**src/rtl/ckd_pkg.sv**
```systemverilog
// ckd_pkg: types and constants for chunk_keystream_decrypt.
// MD5 round tables and the Murmur constants. No dependencies.
package ckd_pkg;

	localparam logic [63:0] MM_C1 = 64'h87c37b91114253d5;
	localparam logic [63:0] MM_C2 = 64'h4cf5ad432745937f;
	localparam logic [63:0] FMIX_M1 = 64'hff51afd7ed558ccd;
	localparam logic [63:0] FMIX_M2 = 64'hc4ceb9fe1a85ec53;
	localparam logic [63:0] DESC_LEN = 64'h10;
	localparam logic [31:0] MD5_A0 = 32'h67452301;
	localparam logic [31:0] MD5_B0 = 32'hefcdab89;
	localparam logic [31:0] MD5_C0 = 32'h98badcfe;
	localparam logic [31:0] MD5_D0 = 32'h10325476;

	localparam logic FUNC_START = 1'b0;
	localparam logic FUNC_DATA  = 1'b1;

	typedef enum logic [2:0] {
		REG_SEED = 3'd0,
		REG_KEY0 = 3'd1,
		REG_KEY1 = 3'd2,
		REG_KEY2 = 3'd3,
		REG_KEY3 = 3'd4
	} reg_idx_t;

	// Top sequencer
	typedef enum logic [1:0] {
		ST_IDLE,
		ST_HASH,
		ST_MD5,
		ST_OUT
	} ckd_state_t;

	// Murmur sequencer steps (one 64x64 low multiply per step, except MM_FIN and MM_DONE)
	typedef enum logic [4:0] {
		MM_K1A, MM_K1B, MM_H1A, MM_H1B,
		MM_K2A, MM_K2B, MM_H2A, MM_H2B,
		MM_FIN,
		MM_F1A, MM_F1B, MM_F2A, MM_F2B,
		MM_DONE
	} mm_step_t;

	typedef struct packed {
		logic start;
		logic done;
	} ckd_ctl_t;

	function automatic logic [31:0] md5_k(input logic [5:0] i);
		logic [31:0] t [64];
		t = '{
			32'hd76aa478, 32'he8c7b756, 32'h242070db, 32'hc1bdceee,
			32'hf57c0faf, 32'h4787c62a, 32'ha8304613, 32'hfd469501,
			32'h698098d8, 32'h8b44f7af, 32'hffff5bb1, 32'h895cd7be,
			32'h6b901122, 32'hfd987193, 32'ha679438e, 32'h49b40821,
			32'hf61e2562, 32'hc040b340, 32'h265e5a51, 32'he9b6c7aa,
			32'hd62f105d, 32'h02441453, 32'hd8a1e681, 32'he7d3fbc8,
			32'h21e1cde6, 32'hc33707d6, 32'hf4d50d87, 32'h455a14ed,
			32'ha9e3e905, 32'hfcefa3f8, 32'h676f02d9, 32'h8d2a4c8a,
			32'hfffa3942, 32'h8771f681, 32'h6d9d6122, 32'hfde5380c,
			32'ha4beea44, 32'h4bdecfa9, 32'hf6bb4b60, 32'hbebfbc70,
			32'h289b7ec6, 32'heaa127fa, 32'hd4ef3085, 32'h04881d05,
			32'hd9d4d039, 32'he6db99e5, 32'h1fa27cf8, 32'hc4ac5665,
			32'hf4292244, 32'h432aff97, 32'hab9423a7, 32'hfc93a039,
			32'h655b59c3, 32'h8f0ccc92, 32'hffeff47d, 32'h85845dd1,
			32'h6fa87e4f, 32'hfe2ce6e0, 32'ha3014314, 32'h4e0811a1,
			32'hf7537e82, 32'hbd3af235, 32'h2ad7d2bb, 32'heb86d391
		};
		return t[i];
	endfunction

	function automatic logic [4:0] md5_s(input logic [5:0] i);
		logic [4:0] s;
		case ({i[5:4], i[1:0]})
			4'd0: s = 5'd7;   4'd1: s = 5'd12;  4'd2: s = 5'd17;  4'd3: s = 5'd22;
			4'd4: s = 5'd5;   4'd5: s = 5'd9;   4'd6: s = 5'd14;  4'd7: s = 5'd20;
			4'd8: s = 5'd4;   4'd9: s = 5'd11;  4'd10: s = 5'd16; 4'd11: s = 5'd23;
			4'd12: s = 5'd6;  4'd13: s = 5'd10; 4'd14: s = 5'd15; default: s = 5'd21;
		endcase
		return s;
	endfunction

	function automatic logic [3:0] md5_g(input logic [5:0] i);
		logic [3:0] g;
		case (i[5:4])
			2'd0: g = i[3:0];
			2'd1: g = 4'(5 * i[3:0] + 1);
			2'd2: g = 4'(3 * i[3:0] + 5);
			default: g = 4'(7 * i[3:0]);
		endcase
		return g;
	endfunction

endpackage

```
**src/rtl/ckd_murmur.sv**
```systemverilog
// ckd_murmur: MurmurHash3 x64 128 of a 16-byte block, one shared 32x32
// multiplier; each 64-bit low product is accumulated from partial products. Depends on ckd_pkg.
module ckd_murmur
	import ckd_pkg::*;
(
	input  logic         clk,
	input  logic         arst_n,
	input  ckd_ctl_t     ctl,
	input  logic [63:0]  lo,
	input  logic [63:0]  hi,
	input  logic [31:0]  seed,
	output logic         done,
	output logic [127:0] hash
);
	mm_step_t    step_q;
	logic        busy_q;
	logic [1:0]  mph_q;
	logic [63:0] h1_q, h2_q, k_q, lo_q, hi_q, acc_q;
	logic [63:0] ma, mb, prod, pp;
	logic [31:0] mx, my;
	logic        needs_mul;
	logic [63:0] x1, r1, x2, r2, f1, fm;

	// multiplier operand select
	always_comb begin
		ma = k_q;
		mb = MM_C1;
		case (step_q)
			MM_K1A: begin ma = lo_q; mb = MM_C1; end
			MM_K1B: begin ma = {k_q[32:0], k_q[63:33]}; mb = MM_C2; end
			MM_K2A: begin ma = hi_q; mb = MM_C2; end
			MM_K2B: begin ma = {k_q[30:0], k_q[63:31]}; mb = MM_C1; end
			MM_F1A, MM_F2A: begin ma = k_q ^ (k_q >> 33); mb = FMIX_M1; end
			MM_F1B, MM_F2B: begin ma = k_q ^ (k_q >> 33); mb = FMIX_M2; end
			default: begin ma = k_q; mb = MM_C1; end
		endcase
	end

	// partial products: lo*lo, lo*hi, hi*lo
	always_comb begin
		case (mph_q)
			2'd0: begin mx = ma[31:0]; my = mb[31:0]; end
			2'd1: begin mx = ma[31:0]; my = mb[63:32]; end
			default: begin mx = ma[63:32]; my = mb[31:0]; end
		endcase
	end
	assign pp = {32'd0, mx} * {32'd0, my};
	assign prod = acc_q;
	assign needs_mul = (step_q != MM_FIN) && (step_q != MM_DONE);

	assign x1 = h1_q ^ prod;
	assign r1 = {x1[36:0], x1[63:37]} + h2_q;
	assign x2 = h2_q ^ prod;
	assign r2 = {x2[32:0], x2[63:33]} + h1_q;
	assign f1 = (h1_q ^ DESC_LEN) + (h2_q ^ DESC_LEN);
	assign fm = prod ^ (prod >> 33);

	always_ff @(posedge clk or negedge arst_n) begin
		if (!arst_n) begin
			busy_q <= 1'b0;
			step_q <= MM_K1A;
			mph_q <= 2'd0;
		end else if (ctl.start) begin
			busy_q <= 1'b1;
			step_q <= MM_K1A;
			mph_q <= 2'd0;
			h1_q <= {32'd0, seed};
			h2_q <= {32'd0, seed};
			lo_q <= lo;
			hi_q <= hi;
		end else if (busy_q) begin
			if (needs_mul && mph_q != 2'd3) begin
				mph_q <= mph_q + 2'd1;
				if (mph_q == 2'd0)
					acc_q <= pp;
				else
					acc_q[63:32] <= acc_q[63:32] + pp[31:0];
			end else begin
				mph_q <= 2'd0;
				case (step_q)
					MM_K1A: begin k_q <= prod; step_q <= MM_K1B; end
					MM_K1B: begin
						h1_q <= (r1 << 2) + r1 + 64'h52dce729;
						step_q <= MM_K2A;
					end
					MM_K2A: begin k_q <= prod; step_q <= MM_K2B; end
					MM_K2B: begin
						h2_q <= (r2 << 2) + r2 + 64'h38495ab5;
						step_q <= MM_FIN;
					end
					MM_FIN: begin
						h1_q <= f1;
						h2_q <= (h2_q ^ DESC_LEN) + f1;
						k_q <= f1;
						step_q <= MM_F1A;
					end
					MM_F1A: begin k_q <= prod; step_q <= MM_F1B; end
					MM_F1B: begin
						h1_q <= fm;
						k_q <= h2_q;
						step_q <= MM_F2A;
					end
					MM_F2A: begin k_q <= prod; step_q <= MM_F2B; end
					MM_F2B: begin
						h1_q <= h1_q + fm;
						h2_q <= h1_q + fm + fm;
						step_q <= MM_DONE;
					end
					default: busy_q <= 1'b0;
				endcase
			end
		end
	end

	assign done = busy_q && (step_q == MM_DONE);
	assign hash = {h2_q, h1_q};
endmodule

```
**config.mk**
```make
export PLATFORM = sky130hd
export DESIGN_NAME = ckd_murmur
export DESIGN_NICKNAME = d
export VERILOG_FILES = /design/src/rtl/ckd_pkg.sv /design/src/rtl/ckd_murmur.sv
export SDC_FILE = /design/constraint.sdc
export NUM_CORES = 2
export LEC_CHECK = 0
export ABC_AREA = 1
export BUFFER_PORTS_ARGS = -buffer_cell sky130_fd_sc_hd__buf_2
export CAP_MARGIN = 30
export CORE_ASPECT_RATIO = 1.4
export CORE_MARGIN = 2
export CORE_UTILIZATION = 35
export DETAILED_ROUTE_END_ITERATION = 8
export MAX_ROUTING_LAYER = met4
export PLACE_DENSITY = 0.62
export SYNTH_ARGS = -nofsm -noshare
export SYNTH_HDL_FRONTEND = slang
export SYNTH_SLANG_ARGS = --single-unit
```
**constraint.sdc**
```tcl
create_clock -name clk -period 20 [get_ports clk]
set_clock_uncertainty 0.2 [all_clocks]
set_input_delay 4 -clock clk [delete_from_list [all_inputs] [get_ports clk]]
set_output_delay 4 -clock clk [all_outputs]
set_load 0.005 [all_outputs]
```
==> run metrics, run 1 <==
number of flops mapped to enable cells by yosys=384; number of global-route vias before repair=110,766; Synth cell types=60; Synth Cell Area=0.0924 mm²; first error=[ERROR GRT-0116] Global routing finished with congestion. Check the congestion regions in the DRC Viewer.; GRT Overall Usage=57.3%; Setup WS pre-CTS=7.23 ns; routability cong.=1.20; post-CTS sizing=0; ys async rst share=1.79%; Synth Flop Type=edfxtp_1; Die H=612 µm; first-pass GRT wire length=1,000,000 µm; synth warn=0; dpl cell area=0.100 mm²; Cells after Synth=13,490; Num CTS Buffers=51; chip width=438 µm; H-tree depth=2; row count=223; Syn Nets=15,479; DP Wirelength=604,000 µm; status=aborted with a tool error; Seq/Total Area, Yosys=12.7%; Stopped at=global routing; Ports=293; port bufs=291; largest net degree at the start of global routing=73; Initial Util=35.1%; # Post-CTS Setup Buffers=0; # hold bufs at CTS=0; GR Overflow Total=7; # clock sinks=391; Mean Syn Cell Area=6.85 µm²; #FFs+latches synth=391; clk buf depth=3; root buf cell=clkbuf_16
[cells in the mapped netlist, types with 19 or more instances]
cell / number / area, µm²
fa_1: 903 / 18100
nor4_1: 37 / 231
and2_1: 34 / 213
nor3_1: 124 / 621
a31oi_1: 127 / 795
buf_2: 78 / 390
o21a_1: 53 / 398
o211ai_1: 88 / 661
nand4_1: 76 / 475
inv_1: 2368 / 8890
buf_4: 24 / 180
a21oi_1: 1038 / 5190
nand3b_1: 26 / 195
nand2_1: 2974 / 11200
edfxtp_1: 384 / 11500
buf_1: 31 / 116
ha_1: 922 / 11500
xor2_1: 304 / 2660
o22ai_1: 32 / 200
nand3_1: 555 / 2780
o21bai_1: 105 / 788
a221oi_1: 67 / 587
xnor2_1: 91 / 797
a21o_1: 96 / 721
inv_2: 33 / 124
o2111ai_1: 25 / 219
or2_2: 70 / 438
o21ai_0: 768 / 3840
a211oi_1: 19 / 143
a21boi_0: 44 / 330
nor2_1: 1702 / 6390
clkbuf_1: 169 / 634
[through the flow]
stage | cells | util [%]
detailed placement | 17357 | 38.2
floorplan | 13490 | -
CTS | 17451 | 38.8
global placement | 17321 | 38.0
[cells by family after synthesis]
family / Yosys count / share of synthesized area (%)
xor+xnor: 395 / 3.75
buf+inv: 2721 / 11.3
simple gates: 5642 / 24.7
compound gates: 2516 / 15.5
fa+ha+maj: 1825 / 32.1
flops: 391 / 12.7
[layer usage]
| metal | track usage (%) | overflow |
|---|---|---|
| met5 | - | - |
| met4 | 67.2 | 4 |
| met3 | 20.8 | 0 |
| met2 | 85.8 | 3 |
| met1 | 52.8 | 0 |
==> run 2, diff against run 1 <==
- CORE_ASPECT_RATIO: 1.4 -> not set
- CORE_UTILIZATION: 35 -> 20
- MAX_ROUTING_LAYER: met4 -> not set
- PLACE_DENSITY: 0.62 -> not set
- PLACE_DENSITY_LB_ADDON: not set -> 0.15
==> run 2 against run 1 <==
  * The flow now finishes without violations
  * Synthesized cell count stayed put
  * Area after synthesis stayed put
==> run metrics, run 2 <==
status=finished clean; # hold bufs at CTS=0 (unchanged); routability cong.=1.06 (-11%); Synth area leader=fa_1; Worst Path Class, Setup=flop to flop; Slew Limit Fails=0; post-synthesis mux area share=0% (unchanged); final core area utilization=22.9%; setup TNS=0 ns; Mean Syn Cell Area=6.85 µm² (unchanged); Die H=684 µm (+12%); top cell type's share of synthesized area=19.6% (unchanged); top post-synthesis cells by count=nand2_1, inv_1, nor2_1, a21oi_1, ha_1; slew at the pin closest to its max-slew limit=1.29 ns; number of flops mapped to enable cells by yosys=384 (unchanged); Synth Area in Compound Gates=15.5% (unchanged); min cycle time layout=13.64 ns; fin nets=15,875; Syn Nets=15,479 (unchanged); vias per cell=4.93; vias post-DR=99,283; CP delay by family, top=adder cells; endpoints failing setup=0; drt wl/cell=31.6 µm; clk buf depth=3 (unchanged); chip width=684 µm (+56%); Stages on worst setup path=46; largest net degree at the start of global routing=129; Synth Cell Area=0.0924 mm² (unchanged); DR iter-0 viols=11,591; final hold slack=0.324 ns; top cells by area, synth=fa_1, ha_1, edfxtp_1; Max Freq=0.0733 GHz; initial antenna violation count=113; R2R Path Start=step_q[0]$_DFFE_PN0P_; DP Wirelength=540,000 µm (-11%); post-CTS sizing=0 (unchanged); Num CTS Buffers=54 (+5.9%); port bufs=291 (unchanged); Adder-Cell Fraction of Synth Area=32.1% (unchanged); layout cells sized above 1=6.53%; most common cell after layout, fill and taps aside=nand2_1; crit-path max FO=31; number of global-route vias before repair=95,109; Reg2Reg Setup Slack=6.36 ns; CTS clk-pin slew, worst paths=0.07 ns; CP Capture Type=flop; GRT Overall Usage=26.3%; CTS tree=yes; worst r2r path cells=46; Crit Reg-Reg Endpoint=acc_q[57]$_DFFE_PP_; ys async rst share=1.79% (unchanged); CP startpoint kind=flop; Worst Setup SP=step_q[0]$_DFFE_PN0P_; Hold Fails Final Rpt=0; RSZ-0062 raised after global routing=false; # Post-CTS Setup Buffers=0 (unchanged); simple-gate area share of the yosys netlist=24.7% (unchanged); DR pass1 iterations=6; H-tree depth=2 (unchanged); Synth cell types=60 (unchanged); main combinational cell family by area after synthesis=adder cells; xor and xnor fraction of the mapped netlist area=3.75% (unchanged); Ports=293 (unchanged); Die Area=0.467 mm²; row count=249 (+12%); GR Overflow Total=0; post-route ant nets=0; Clock Latency Late Sink=0.79 ns; Cells after Synth=13,490 (unchanged); worst setup path endpoint=acc_q[57]$_DFFE_PP_; Seq/Total Area, Yosys=12.7% (unchanged); root buf cell=clkbuf_16; Buf/Inv on CP=10; DR DRC count=0; WP data required=20.29 ns; most frequent cells in the layout=nand2_1, inv_1, nor2_1; Synth-to-Final Area Change=13.9%; post-route clock period utilization=68.2%; first-pass GRT wire length=847,000 µm; max incr delay on CP=0.74 ns; critical path's slowest cell=nor2_1; # clock sinks=391 (unchanged); core box area=0.460 mm²; worst hold path depth=2; Slew HR=14.2%; CP arrival=13.93 ns; MaxCap Viol Count=0; HP Class=flop to flop; Initial Util=20.1% (-15 points); Synth Flop Type=edfxtp_1; drt total wl=637,000 µm; #FFs+latches synth=391 (unchanged); # fillers=52,832; synth warn=0 (unchanged); most common cell in the synthesized netlist=nand2_1
## run 2: cell counts after synthesis
No cell type changed its count.
## run 2: worst min-delay path by stage
stage | start | endpoint | slack (ns)
2_1_floorplan | mph_q[1]$_DFFE_PN0N_ | mph_q[1]$_DFFE_PN0N_ | 0.27
4_1_cts | mph_q[1]$_DFFE_PN0N_ | mph_q[1]$_DFFE_PN0N_ | 0.32
6_report | mph_q[1]$_DFFE_PN0N_ | mph_q[1]$_DFFE_PN0N_ | 0.32
5_1_grt | mph_q[1]$_DFFE_PN0N_ | mph_q[1]$_DFFE_PN0N_ | 0.36
3_5_place_dp | mph_q[1]$_DFFE_PN0N_ | mph_q[1]$_DFFE_PN0N_ | 0.30
3_3_place_gp | mph_q[1]$_DFFE_PN0N_ | mph_q[1]$_DFFE_PN0N_ | 0.31
## run 2: routing by layer
layer | up-vias | GRT usage [%] | wire, µm
met2 | 4372 | 40.6 | 275000
met5 | - | 0.582 | 553
met1 | 49740 | 35.0 | 276000
li1 | 44299 | - | -
met3 | 828 | 6.15 | 53500
met4 | 44 | 11.4 | 32300
## run 2: cell type report
| type | count | area (µm²) | area share [%] |
|---|---|---|---|
| diodes | 56 | 140 | 0.133 |
| clock inverters | 45 | 500 | 0.476 |
| flip-flops and latches | 391 | 11700 | 11.1 |
| clock buffers | 56 | 1360 | 1.29 |
| well taps | 6149 | 7690 | 7.31 |
| multi-input cells | 10378 | 70400 | 66.9 |
| inverters | 2415 | 9080 | 8.63 |
| repair buffers | 646 | 4310 | 4.09 |
## run 2: per-stage QoR
stage                     std cells  area, µm²  setup WS (ns)
after floorplan               13490      92400          10.28
after global placement        19945     103000           6.23
final                         20136     105000           6.36
after CTS                     20071     105000           6.39
after detailed placement      19970     103000           6.37
after global routing          20086     105000           5.95
## run 2: cells by family (layout without fill, tap and decap cells)
logic type / after synthesis / after routing
compound gates: 2516 / 2516
fa+ha+maj: 1825 / 1825
simple gates: 5642 / 5642
xor+xnor: 395 / 395
flops: 391 / 391
other cells: 0 / 56
buf+inv: 2721 / 3162
## run 2: worst reg2reg max path: cells and delay by family, from the launching register on
kind / cells / cell delay, ns
simple gates: 18 / 4.71
compound gates: 7 / 1.37
flops: 1 / 0.42
fa+ha+maj: 10 / 4.78
buf+inv: 10 / 1.47
xor+xnor: 1 / 0.49
Power of run 2 is not shown: default switching activity piles up to over one toggle a cycle in this logic, so the estimate is an artifact.
